### src/design/bfr_pkg.sv
`timescale 1ns / 1ps
// ----------------------------------------------------------------------------
// bfr_pkg: shared types and constants of the binary frame receiver
// Register map, reset values, receive phases and the result beat layout.
// ----------------------------------------------------------------------------
package bfr_pkg;

	// Payload store size in bytes (2 .. 65536); the index wraps here
	localparam int BFR_PAYLOAD_BYTES = 512;
	localparam int BFR_IDX_W         = (BFR_PAYLOAD_BYTES > 2) ? $clog2(BFR_PAYLOAD_BYTES) : 1;

	localparam int BFR_NUM_REGS = 8;
	localparam int BFR_REG_W    = 16;
	localparam int BFR_RIDX_W   = 3;
	localparam int BFR_CNT_W    = 17;
	localparam int BFR_PIDX_W   = 9;
	localparam int BFR_CLASS_W  = 3;

	localparam logic [BFR_RIDX_W-1:0] BFR_REG_SYNC = 3'd0;

	typedef logic [BFR_NUM_REGS-1:0][BFR_REG_W-1:0] bfr_regs_t;

	// Entry 7 first in the packed literal
	localparam bfr_regs_t BFR_REG_RESET = {
		16'd2200, 16'd3006, 16'd3003, 16'd3002,
		16'd3011, 16'd3001, 16'd3000, 16'h81FF
	};

	typedef enum logic [3:0] {
		PH_SYNC1   = 4'd0,
		PH_SYNC2   = 4'd1,
		PH_ID1     = 4'd2,
		PH_ID2     = 4'd3,
		PH_LEN1    = 4'd4,
		PH_LEN2    = 4'd5,
		PH_RES1    = 4'd6,
		PH_RES2    = 4'd7,
		PH_CK1     = 4'd8,
		PH_CK2     = 4'd9,
		PH_PAYLOAD = 4'd10,
		PH_TAIL    = 4'd11
	} bfr_phase_t;

	typedef enum logic {
		KIND_PAYLOAD = 1'b0,
		KIND_FRAME   = 1'b1
	} bfr_kind_t;

	typedef struct packed {
		bfr_kind_t              kind;
		logic [7:0]             data;
		logic [BFR_PIDX_W-1:0]  index;
		logic [BFR_REG_W-1:0]   id;
		logic [BFR_REG_W-1:0]   words;
		logic                   ok;
		logic [BFR_CLASS_W-1:0] cls;
	} bfr_result_t;

endpackage

### src/design/bfr_core.sv
`timescale 1ns / 1ps
// ----------------------------------------------------------------------------
// bfr_core: frame parser state machine
// Steps the receive phase for one byte, captures the header words, counts
// payload bytes and builds the payload or frame-finished result beat.
// ----------------------------------------------------------------------------
module bfr_core
	import bfr_pkg::*;
(
	input  logic        clk,
	input  logic        arst_n,
	input  logic        step,
	input  logic [7:0]  rx_byte,
	input  bfr_regs_t   regs,
	output logic        has_result,
	output bfr_result_t result
);

	bfr_phase_t             phase_q, phase_d;
	logic [BFR_REG_W-1:0]   id_q, words_q, rsv_q, ck_q;
	logic [BFR_CNT_W-1:0]   count_q;
	logic [BFR_IDX_W-1:0]   idx_q;
	logic                   more_payload;
	logic [BFR_REG_W-1:0]   hdr_sum;
	logic                   hdr_ok;
	logic [BFR_CLASS_W-1:0] id_cls;
	logic [BFR_REG_W-1:0]   sync_word;

	assign sync_word    = regs[BFR_REG_SYNC];
	assign more_payload = count_q < {words_q, 1'b0};
	// checksum is the negated sum, so sum plus checksum wraps to zero
	assign hdr_sum      = sync_word + id_q + words_q + rsv_q;
	assign hdr_ok       = (hdr_sum + ck_q) == '0;

	// lowest-numbered matching id register wins
	always_comb begin
		id_cls = '0;
		for (int k = BFR_NUM_REGS - 1; k >= 1; k--) begin
			if (regs[k] == id_q) begin
				id_cls = BFR_CLASS_W'(k);
			end
		end
	end

	always_comb begin
		case (phase_q)
			PH_SYNC1:   phase_d = (rx_byte == sync_word[7:0]) ? PH_SYNC2 : PH_SYNC1;
			PH_SYNC2:   phase_d = (rx_byte == sync_word[15:8]) ? PH_ID1 : PH_SYNC1;
			PH_ID1:     phase_d = PH_ID2;
			PH_ID2:     phase_d = PH_LEN1;
			PH_LEN1:    phase_d = PH_LEN2;
			PH_LEN2:    phase_d = PH_RES1;
			PH_RES1:    phase_d = PH_RES2;
			PH_RES2:    phase_d = PH_CK1;
			PH_CK1:     phase_d = PH_CK2;
			PH_CK2:     phase_d = PH_PAYLOAD;
			PH_PAYLOAD: phase_d = more_payload ? PH_PAYLOAD : PH_TAIL;
			PH_TAIL:    phase_d = PH_SYNC1;
			default:    phase_d = (rx_byte == sync_word[7:0]) ? PH_SYNC2 : PH_SYNC1;
		endcase
	end

	always_comb begin
		has_result   = 1'b0;
		result       = '0;
		result.kind  = KIND_PAYLOAD;
		result.id    = id_q;
		result.words = words_q;
		case (phase_q)
			PH_PAYLOAD: begin
				has_result   = more_payload;
				result.data  = rx_byte;
				result.index = BFR_PIDX_W'(idx_q);
			end
			PH_TAIL: begin
				has_result  = 1'b1;
				result.kind = KIND_FRAME;
				result.ok   = hdr_ok;
				result.cls  = hdr_ok ? id_cls : '0;
			end
			default: begin
				has_result = 1'b0;
			end
		endcase
	end

	always_ff @(posedge clk or negedge arst_n) begin
		if (!arst_n) begin
			phase_q <= PH_SYNC1;
			id_q    <= '0;
			words_q <= '0;
			rsv_q   <= '0;
			ck_q    <= '0;
			count_q <= '0;
			idx_q   <= '0;
		end else if (step) begin
			phase_q <= phase_d;
			case (phase_q)
				PH_ID1:  id_q[7:0]     <= rx_byte;
				PH_ID2:  id_q[15:8]    <= rx_byte;
				PH_LEN1: words_q[7:0]  <= rx_byte;
				PH_LEN2: begin
					words_q[15:8] <= rx_byte;
					count_q       <= '0;
					idx_q         <= '0;
				end
				PH_RES1: rsv_q[7:0]    <= rx_byte;
				PH_RES2: rsv_q[15:8]   <= rx_byte;
				PH_CK1:  ck_q[7:0]     <= rx_byte;
				PH_CK2:  ck_q[15:8]    <= rx_byte;
				PH_PAYLOAD: begin
					if (more_payload) begin
						count_q <= count_q + 1'b1;
						// wrap the store index at the buffer size
						if (idx_q == BFR_IDX_W'(BFR_PAYLOAD_BYTES - 1)) begin
							idx_q <= '0;
						end else begin
							idx_q <= idx_q + 1'b1;
						end
					end else begin
						count_q <= '0;
						idx_q   <= '0;
					end
				end
				default: begin
					count_q <= count_q;
				end
			endcase
		end
	end

endmodule

### src/design/binary_frame_receiver.sv
`timescale 1ns / 1ps
// ----------------------------------------------------------------------------
// binary_frame_receiver: sync-word frame parser with header checksum
// Input register, parser step, result register; one byte per cycle unless stalled.
// ----------------------------------------------------------------------------
// Takes one received byte per beat and sustains one byte per clock unless a
// result stalls. A byte waits in the input register, is parsed there by a
// single state step, and its result (if any) lands in the result register,
// from which it is offered. A byte that makes no result passes even while
// the result register is stalled; only a byte that makes a result waits
// for the result register to drain. Each payload byte comes out with its
// wrapping store index; the second trailing byte after the payload yields
// the frame beat with the header check and id class.
// Configuration registers may only be written while the block is idle.
// ----------------------------------------------------------------------------
module binary_frame_receiver
	import bfr_pkg::*;
(
	input  logic                   clk,
	input  logic                   arst_n,
	input  logic                   cfg_we,
	input  logic [BFR_RIDX_W-1:0]  cfg_index,
	input  logic [BFR_REG_W-1:0]   cfg_data,
	input  logic                   rx_valid,
	output logic                   rx_ready,
	input  logic [7:0]             rx_byte,
	output logic                   res_valid,
	input  logic                   res_ready,
	output logic                   result_kind,
	output logic [7:0]             payload_byte,
	output logic [BFR_PIDX_W-1:0]  payload_index,
	output logic [BFR_REG_W-1:0]   frame_id,
	output logic [BFR_REG_W-1:0]   frame_words,
	output logic                   header_ok,
	output logic [BFR_CLASS_W-1:0] frame_class
);

	bfr_regs_t   regs_q;
	logic        valid_s1;
	logic [7:0]  byte_s1;
	logic        has_result;
	bfr_result_t result;
	logic        step;
	logic        res_free;
	bfr_result_t res_q;

	always_ff @(posedge clk or negedge arst_n) begin
		if (!arst_n) begin
			regs_q <= BFR_REG_RESET;
		end else if (cfg_we) begin
			regs_q[cfg_index] <= cfg_data;
		end
	end

	assign res_free = !res_valid || res_ready;
	// advance the parsed byte unless its result has nowhere to go
	assign step     = valid_s1 && (!has_result || res_free);
	assign rx_ready = !valid_s1 || step;

	always_ff @(posedge clk or negedge arst_n) begin
		if (!arst_n) begin
			valid_s1 <= 1'b0;
		end else if (rx_ready) begin
			valid_s1 <= rx_valid;
		end
	end

	always_ff @(posedge clk) begin
		if (rx_ready && rx_valid) begin
			byte_s1 <= rx_byte;
		end
	end

	bfr_core u_core (
		.clk        (clk),
		.arst_n     (arst_n),
		.step       (step),
		.rx_byte    (byte_s1),
		.regs       (regs_q),
		.has_result (has_result),
		.result     (result)
	);

	always_ff @(posedge clk or negedge arst_n) begin
		if (!arst_n) begin
			res_valid <= 1'b0;
		end else if (res_free) begin
			res_valid <= step && has_result;
		end
	end

	always_ff @(posedge clk) begin
		if (res_free && step && has_result) begin
			res_q <= result;
		end
	end

	assign result_kind   = res_q.kind;
	assign payload_byte  = res_q.data;
	assign payload_index = res_q.index;
	assign frame_id      = res_q.id;
	assign frame_words   = res_q.words;
	assign header_ok     = res_q.ok;
	assign frame_class   = res_q.cls;

endmodule

### config.mk
export PLATFORM = sky130hd
export DESIGN_NAME = binary_frame_receiver
export DESIGN_NICKNAME = d
export VERILOG_FILES = /design/src/design/bfr_pkg.sv /design/src/design/bfr_core.sv /design/src/design/binary_frame_receiver.sv
export SDC_FILE = /design/constraint.sdc
export NUM_CORES = 1
export LEC_CHECK = 0
export ABC_AREA = 0
export BUFFER_PORTS_ARGS = -buffer_cell sky130_fd_sc_hd__buf_2
export CORE_UTILIZATION = 50
export DETAILED_ROUTE_END_ITERATION = 10
export GPL_TIMING_DRIVEN = 1
export PLACE_DENSITY = 0.68
export SKIP_CTS_REPAIR_TIMING = 1
export SYNTH_ARGS = -nofsm -noshare
export SYNTH_HDL_FRONTEND = slang
export SYNTH_SLANG_ARGS = --single-unit
### constraint.sdc
create_clock -name clk -period 10 [get_ports clk]
set_input_delay 0 -clock clk [delete_from_list [all_inputs] [get_ports clk]]
set_output_delay 0 -clock clk [all_outputs]
set_load 0.01 [all_outputs]
* Word level (Yosys, flattened, before mapping)
Index checks and enable logic that the tools add are counted.
W data, S select, Z words.
** Operators by class
- Multiplexer cells :: 21
- Reduce and logical (&&, ||, !) cells :: 26
- Bitwise logic cells :: 2
- $add $sub $neg :: 6
- $lt $le $gt $ge :: 3
- Equal/unequal tests :: 21
** Operator list (count)
- $bwmux W128 :: 1
- $eq A16 B16 Y1 :: 7
- $add A16 B16 Y16 :: 4
- $demux W16 S3 :: 1
- $pmux W4 S11 :: 1
- $pmux W17 S2 :: 1
- $reduce_and A2 Y1 :: 10
- $mux W9 :: 2
- $pmux W9 S2 :: 1
- $add A17 B1 Y17 const B :: 1
- $lt A17 B17 Y1 :: 1
- $mux W17 :: 1
- $eq A4 B3 Y1 const B :: 4
- $eq A4 B4 Y1 const B :: 4
- $eq A8 B8 Y1 :: 2
- $logic_not A16 Y1 :: 1
- $mux W16 :: 1
- $mux W3 :: 4
- $add A9 B1 Y9 const B :: 1
- $eq A9 B9 Y1 const B :: 1
- $eq A4 B2 Y1 const B :: 2
- $logic_and A1 B1 Y1 :: 6
- $mux W2 :: 3
- $reduce_or A5 Y1 :: 1
- other kinds (10) :: 18
** Storage, ports and cells
- Logic and storage cells :: 110
- Bits of input ports :: 32
- Register bits :: 286

* Depth between registers and ports, before layout
- Depth in word-level cells :: 8
- Depth in mapped cells :: 13
- Depth with buffers taken out :: 13

* Hierarchy
Synthesis repeated with hierarchy kept, for this count alone.
** Second synthesis, totals
- Cell total of the unflattened synthesis :: 1124
- Area total of the unflattened synthesis :: 14844.2 µm²
** By module, submodules not included
- bfr_core :: cells each 773, seq. area each 2352.3 µm², area an instance 7891.3 µm², instances 1
- binary_frame_receiver :: cells each 351, seq. area each 5192.5 µm², area an instance 6952.9 µm², instances 1

* Least setup slack after synthesis
No wires, ideal clock.
- Path kind :: register to register
- From :: register u_core.words_q[11]
- To :: register res_q (netlist bit frame_class[0]), enable pin
- Setup time :: 0.484 ns
- Slack :: 5.093 ns
- Clock period less this slack :: 4.907 ns
- Arrival time :: 4.422 ns
- Cell stages (with the launch flop) :: 9
- Data required time :: 9.516 ns
- Buffers on the path :: 0
- Cell sequence :: dfrtp_1 -> inv_1 -> ha_1 -> nand2_1 -> o21a_1 -> a21oi_1 -> a2bb2oi_1 -> o211ai_1 -> a21oi_1
** On the way
- Word-level cells in the longest chain between the ends :: 7
** RTL lines
- start, declared :: RTL line bfr_core.sv:20 : logic [BFR_REG_W-1:0] id_q, words_q, rsv_q, ck_q;
- start signal, assigned :: RTL line bfr_core.sv:103 : words_q[15:8] <= rx_byte;
- $lt A17 B17 Y1 (*) :: RTL line bfr_core.sv:30 : assign more_payload = count_q < {words_q, 1'b0};
- $pmux W1 S2 (*) :: RTL line bfr_core.sv:69 : case (phase_q)
- $logic_not A1 Y1 :: RTL line binary_frame_receiver.sv:57 : assign step = valid_s1 && (!has_result || res_free);
- $logic_or A1 B1 Y1 :: RTL line binary_frame_receiver.sv:57
- $logic_and A1 B1 Y1 :: RTL line binary_frame_receiver.sv:57
- $logic_and A1 B1 Y1 :: RTL line binary_frame_receiver.sv:93 : if (res_free && step && has_result) begin
- $logic_and A1 B1 Y1 (*) :: RTL line binary_frame_receiver.sv:93
- end signal, assigned :: RTL line binary_frame_receiver.sv:94 : res_q <= result;
- end, declared :: RTL line binary_frame_receiver.sv:45 : bfr_result_t res_q;
Mark *: on every way between the ends. The rest lies on a longest branch, timed or not.
A chain may end at the register's enable or synchronous reset.

* Worst setup path after layout
- From :: register regs_q[1] (netlist bit)
- To :: register res_q (netlist bit frame_class[1]), data pin
** On the way
- Word-level cells in the longest chain between the ends :: 7
** RTL lines
- start, declared :: RTL line binary_frame_receiver.sv:38 : bfr_regs_t regs_q;
- start signal, assigned by index :: RTL line binary_frame_receiver.sv:51 : regs_q[cfg_index] <= cfg_data;
- $add A16 B16 Y16 (3 in a row) :: RTL line bfr_core.sv:32 : assign hdr_sum = sync_word + id_q + words_q + rsv_q;
- $add A16 B16 Y16 :: RTL line bfr_core.sv:33 : assign hdr_ok = (hdr_sum + ck_q) == '0;
- $logic_not A16 Y1 :: RTL line bfr_core.sv:33
- $not A1 Y1 (no source line)
- $reduce_or A3 Y1 (no source line)
Every way passes these cells.

==> metrics.cfg <==
[sta]
fin_crit_sh = 0.468
finalSetupViolCount = 0
grt_setup_unrepaired = false
skew_ns = 0.0145
timing.fmax_mhz = 214
setup_ws_ns = 5.32
holdWs_ns = -0.00381
finalHoldViolCount = 1
worst_slew_pin_slew_ns = 1.21
slew_headroom = 0.193
maxSlewViolCount = 0
final.setup.tns_ns = 0
period_minus_slack_ns = 4.68

[final_layout]
layout-drive-gt1-share = 0.323
fin_nets = 1373
syn2layout_area_growth_pct = 14.6
fill_cells = 2344

[clock_network]
cts_tree = built
cts_buffers = 31
cts_root_buf = clkbuf_16
cts_num_sinks = 286
clk_path_buf_depth = 3
htree_levels = 1
clk_latency_ns = 0.56
path_clk_slew_ns = 0.06

[route]
drc = 0
num_vias = 9504
postRouteAntennaNets = 0
first_pass_iters = 5
avgRoutedWirePerCell_um = 21.2
first_iter_violations = 710
wirelength_um = 35500
drt-vias-per-instance = 5.68

[logic_synthesis]
synthTopCellsByArea = dfrtp_1 28%, mux2_2 14%, edfxtp_1 13%
synth.top_cell.area_share = 0.276
synthMuxAreaShare = 0.143
post_synth.cell_area_avg_um2 = 12.7
synth-edff-count = 62
synthArstFlopShare = 0.783
synth-seq-area-share = 0.514
synth_top_family_by_area = multiplexers
synth_warnings = 0
ys_seq_elements = 286
synth.largest_area_cell = dfrtp_1
synth_compound_area_frac = 0.0565
netlist_instances = 1152
synth.most_common_cell = mux2_2
ys_top_cells_by_count = 185 x mux2_2, 162 x dfrtp_1, 91 x xnor2_1
synth-simple-area-share = 0.0864
syn-num-nets = 1262
synth_xor_area_frac = 0.0829
ys.flop_type = dfrtp_1
synth-adder-area-share = 0.0890
syn-cell-area_um2 = 14700
synth_cell_types = 65

[critical_path]
critPathMaxFanout = 4
cp.required_ns = 10.33
crit_family = adder cells
cp.arrival_ns = 5.01
crit_buf_inv = 1
cp_cell_sequence = fa_1 -> fa_1 -> fa_1 -> ha_1 -> inv_1 -> fa_1 -> nor2b_1 -> o31a_1 -> nor2_1 -> o41ai_1 -> mux2i_1 -> nand4_1 -> a2111oi_0
slowest_delay_ns = 0.58
crit_path_end_kind = flop
cp_common_cell = fa_1
worstSetupStartpointType = flop
cp_slowest_cell = dfstp_2
crit_type = flop to flop

[flow_run]
drv_cap = 0

[die]
num_io_pins = 88
design.core.area_um2 = 28800
die_w_um = 173
initial_utilization = 0.510
die_h_um = 173
dieArea_um2 = 30000
placementRows = 62

[placed_design]
hpwl_um = 24100
gp_congestion = 0.919
dp_slack_ns = 5.40
io_buffers = 87

[global_route]
grt_pass1_vias = 9304
grt_first_pass_wirelength_um = 54700
grt_use_total = 0.238
grt_antenna_before_repair = 1
grt-ovfl-total = 0
grt_max_degree = 103

[min_path]
hold_class = input port to flop

[outcome]
status = complete, but fails checks
violations = negative hold slack

==> state kept, by name, summed over array words and instances (netlist names), 9 cells and up <==
register	cells
payload_index	9
u_core.words_q	16
u_core.rsv_q	16
u_core.count_q	17
u_core.ck_q	16
regs_q	128
u_core.idx_q	9
u_core.id_q	16
frame_words	16
frame_id	16
==> final timing paths <==
path / to / from / cells after the start / slack (ns)
max: frame_class[1]$_SDFFCE_PP0P_ / regs_q[1]$_DFFE_PN1P_ / 13 / 5.32
max reg2reg: frame_class[1]$_SDFFCE_PP0P_ / regs_q[1]$_DFFE_PN1P_ / 13 / 5.32
min: regs_q[17]$_DFFE_PN0P_ / cfg_we / 4 / -0.004
min reg2reg: frame_words[14]$_DFFE_PP_ / u_core.words_q[14]$_DFFE_PN0P_ / 0 / 0.49
max in group asynchronous: u_core.rsv_q[12]$_DFFE_PN0P_ / arst_n / 3 / 8.51
min in group asynchronous: u_core.idx_q[5]$_DFFE_PN0P_ / arst_n / 2 / 0.06
==> final cells by class <==
cell class / instances / area [µm²] / area share
clock inverters: 6 / 33.8 / 0.00201
clock buffers: 51 / 962 / 0.0572
diodes: 1 / 2.50 / 0.000149
repair buffers: 133 / 861 / 0.0512
inverters: 48 / 180 / 0.0107
multi-input cells: 763 / 6760 / 0.402
flip-flops and latches: 286 / 7540 / 0.449
well taps: 384 / 480 / 0.0286
==> tightest hold or removal path, delay by kind of cell <==
kind	cells	cell delay (ns)
muxes	1	0.23
buffers and inverters	1	0.13
and+or+nand+nor	2	0.16
==> through the flow <==
stage / utilization / hold slack [ns] / cell area [µm²] / cells
after floorplan: - / -0.296 / 14700 / 1152
after global placement: 0.540 / 0.100 / 15500 / 1586
after detailed placement: 0.540 / 0.0981 / 15500 / 1586
after CTS: 0.575 / -0.487 / 16500 / 1643
after global routing: 0.584 / 0.0265 / 16800 / 1671
final: 0.584 / -0.00381 / 16800 / 1672
==> kinds of logic after synthesis <==
| group | after synthesis |
|---|---|
| AO/OA/AOI/OAI | 129 |
| XOR/XNOR | 139 |
| flip-flops | 286 |
| adder cells (fa/ha/maj) | 78 |
| buffers and inverters | 103 |
| multiplexers | 187 |
| AND/OR/NAND/NOR | 230 |
==> routing by layer <==
layer,global-route usage,vias up,wire length (µm)
met2,0.376,248,16500
met1,0.342,4848,16300
met3,0.0344,71,1750
met5,0,-,0
li1,-,4337,-
met4,0.0664,0,950
==> layout by cell type, fill, tap and decap left out, types with 4 or more instances in the layout <==
master	Yosys	layout
a211oi_1	4	4
a21o_1	8	8
a21oi_1	38	37
and3_1	12	12
buf_2	8	86
buf_4	3	18
clkbuf_1	44	10
clkbuf_16	0	32
clkbuf_8	0	9
clkinv_2	0	5
dfrtp_1	162	162
dfstp_2	62	62
dlygate4sd3_1	0	28
edfxtp_1	62	62
fa_1	44	44
ha_1	34	34
inv_1	48	48
mux2_2	185	185
nand2_1	54	54
nand2b_1	9	9
nand3_1	26	26
nand4_1	31	31
nand4b_1	4	4
nor2_1	19	19
nor2b_1	7	7
nor3_1	8	6
nor4_1	21	21
o211ai_1	5	5
o21a_1	6	6
o21ai_0	28	28
o22ai_1	4	4
o311ai_0	6	6
or3_1	10	10
or4_1	8	8
xnor2_1	91	91
xor2_1	48	48
Power is not shown: default switching activity piles up to over one toggle a cycle in this logic, so the estimate is an artifact.
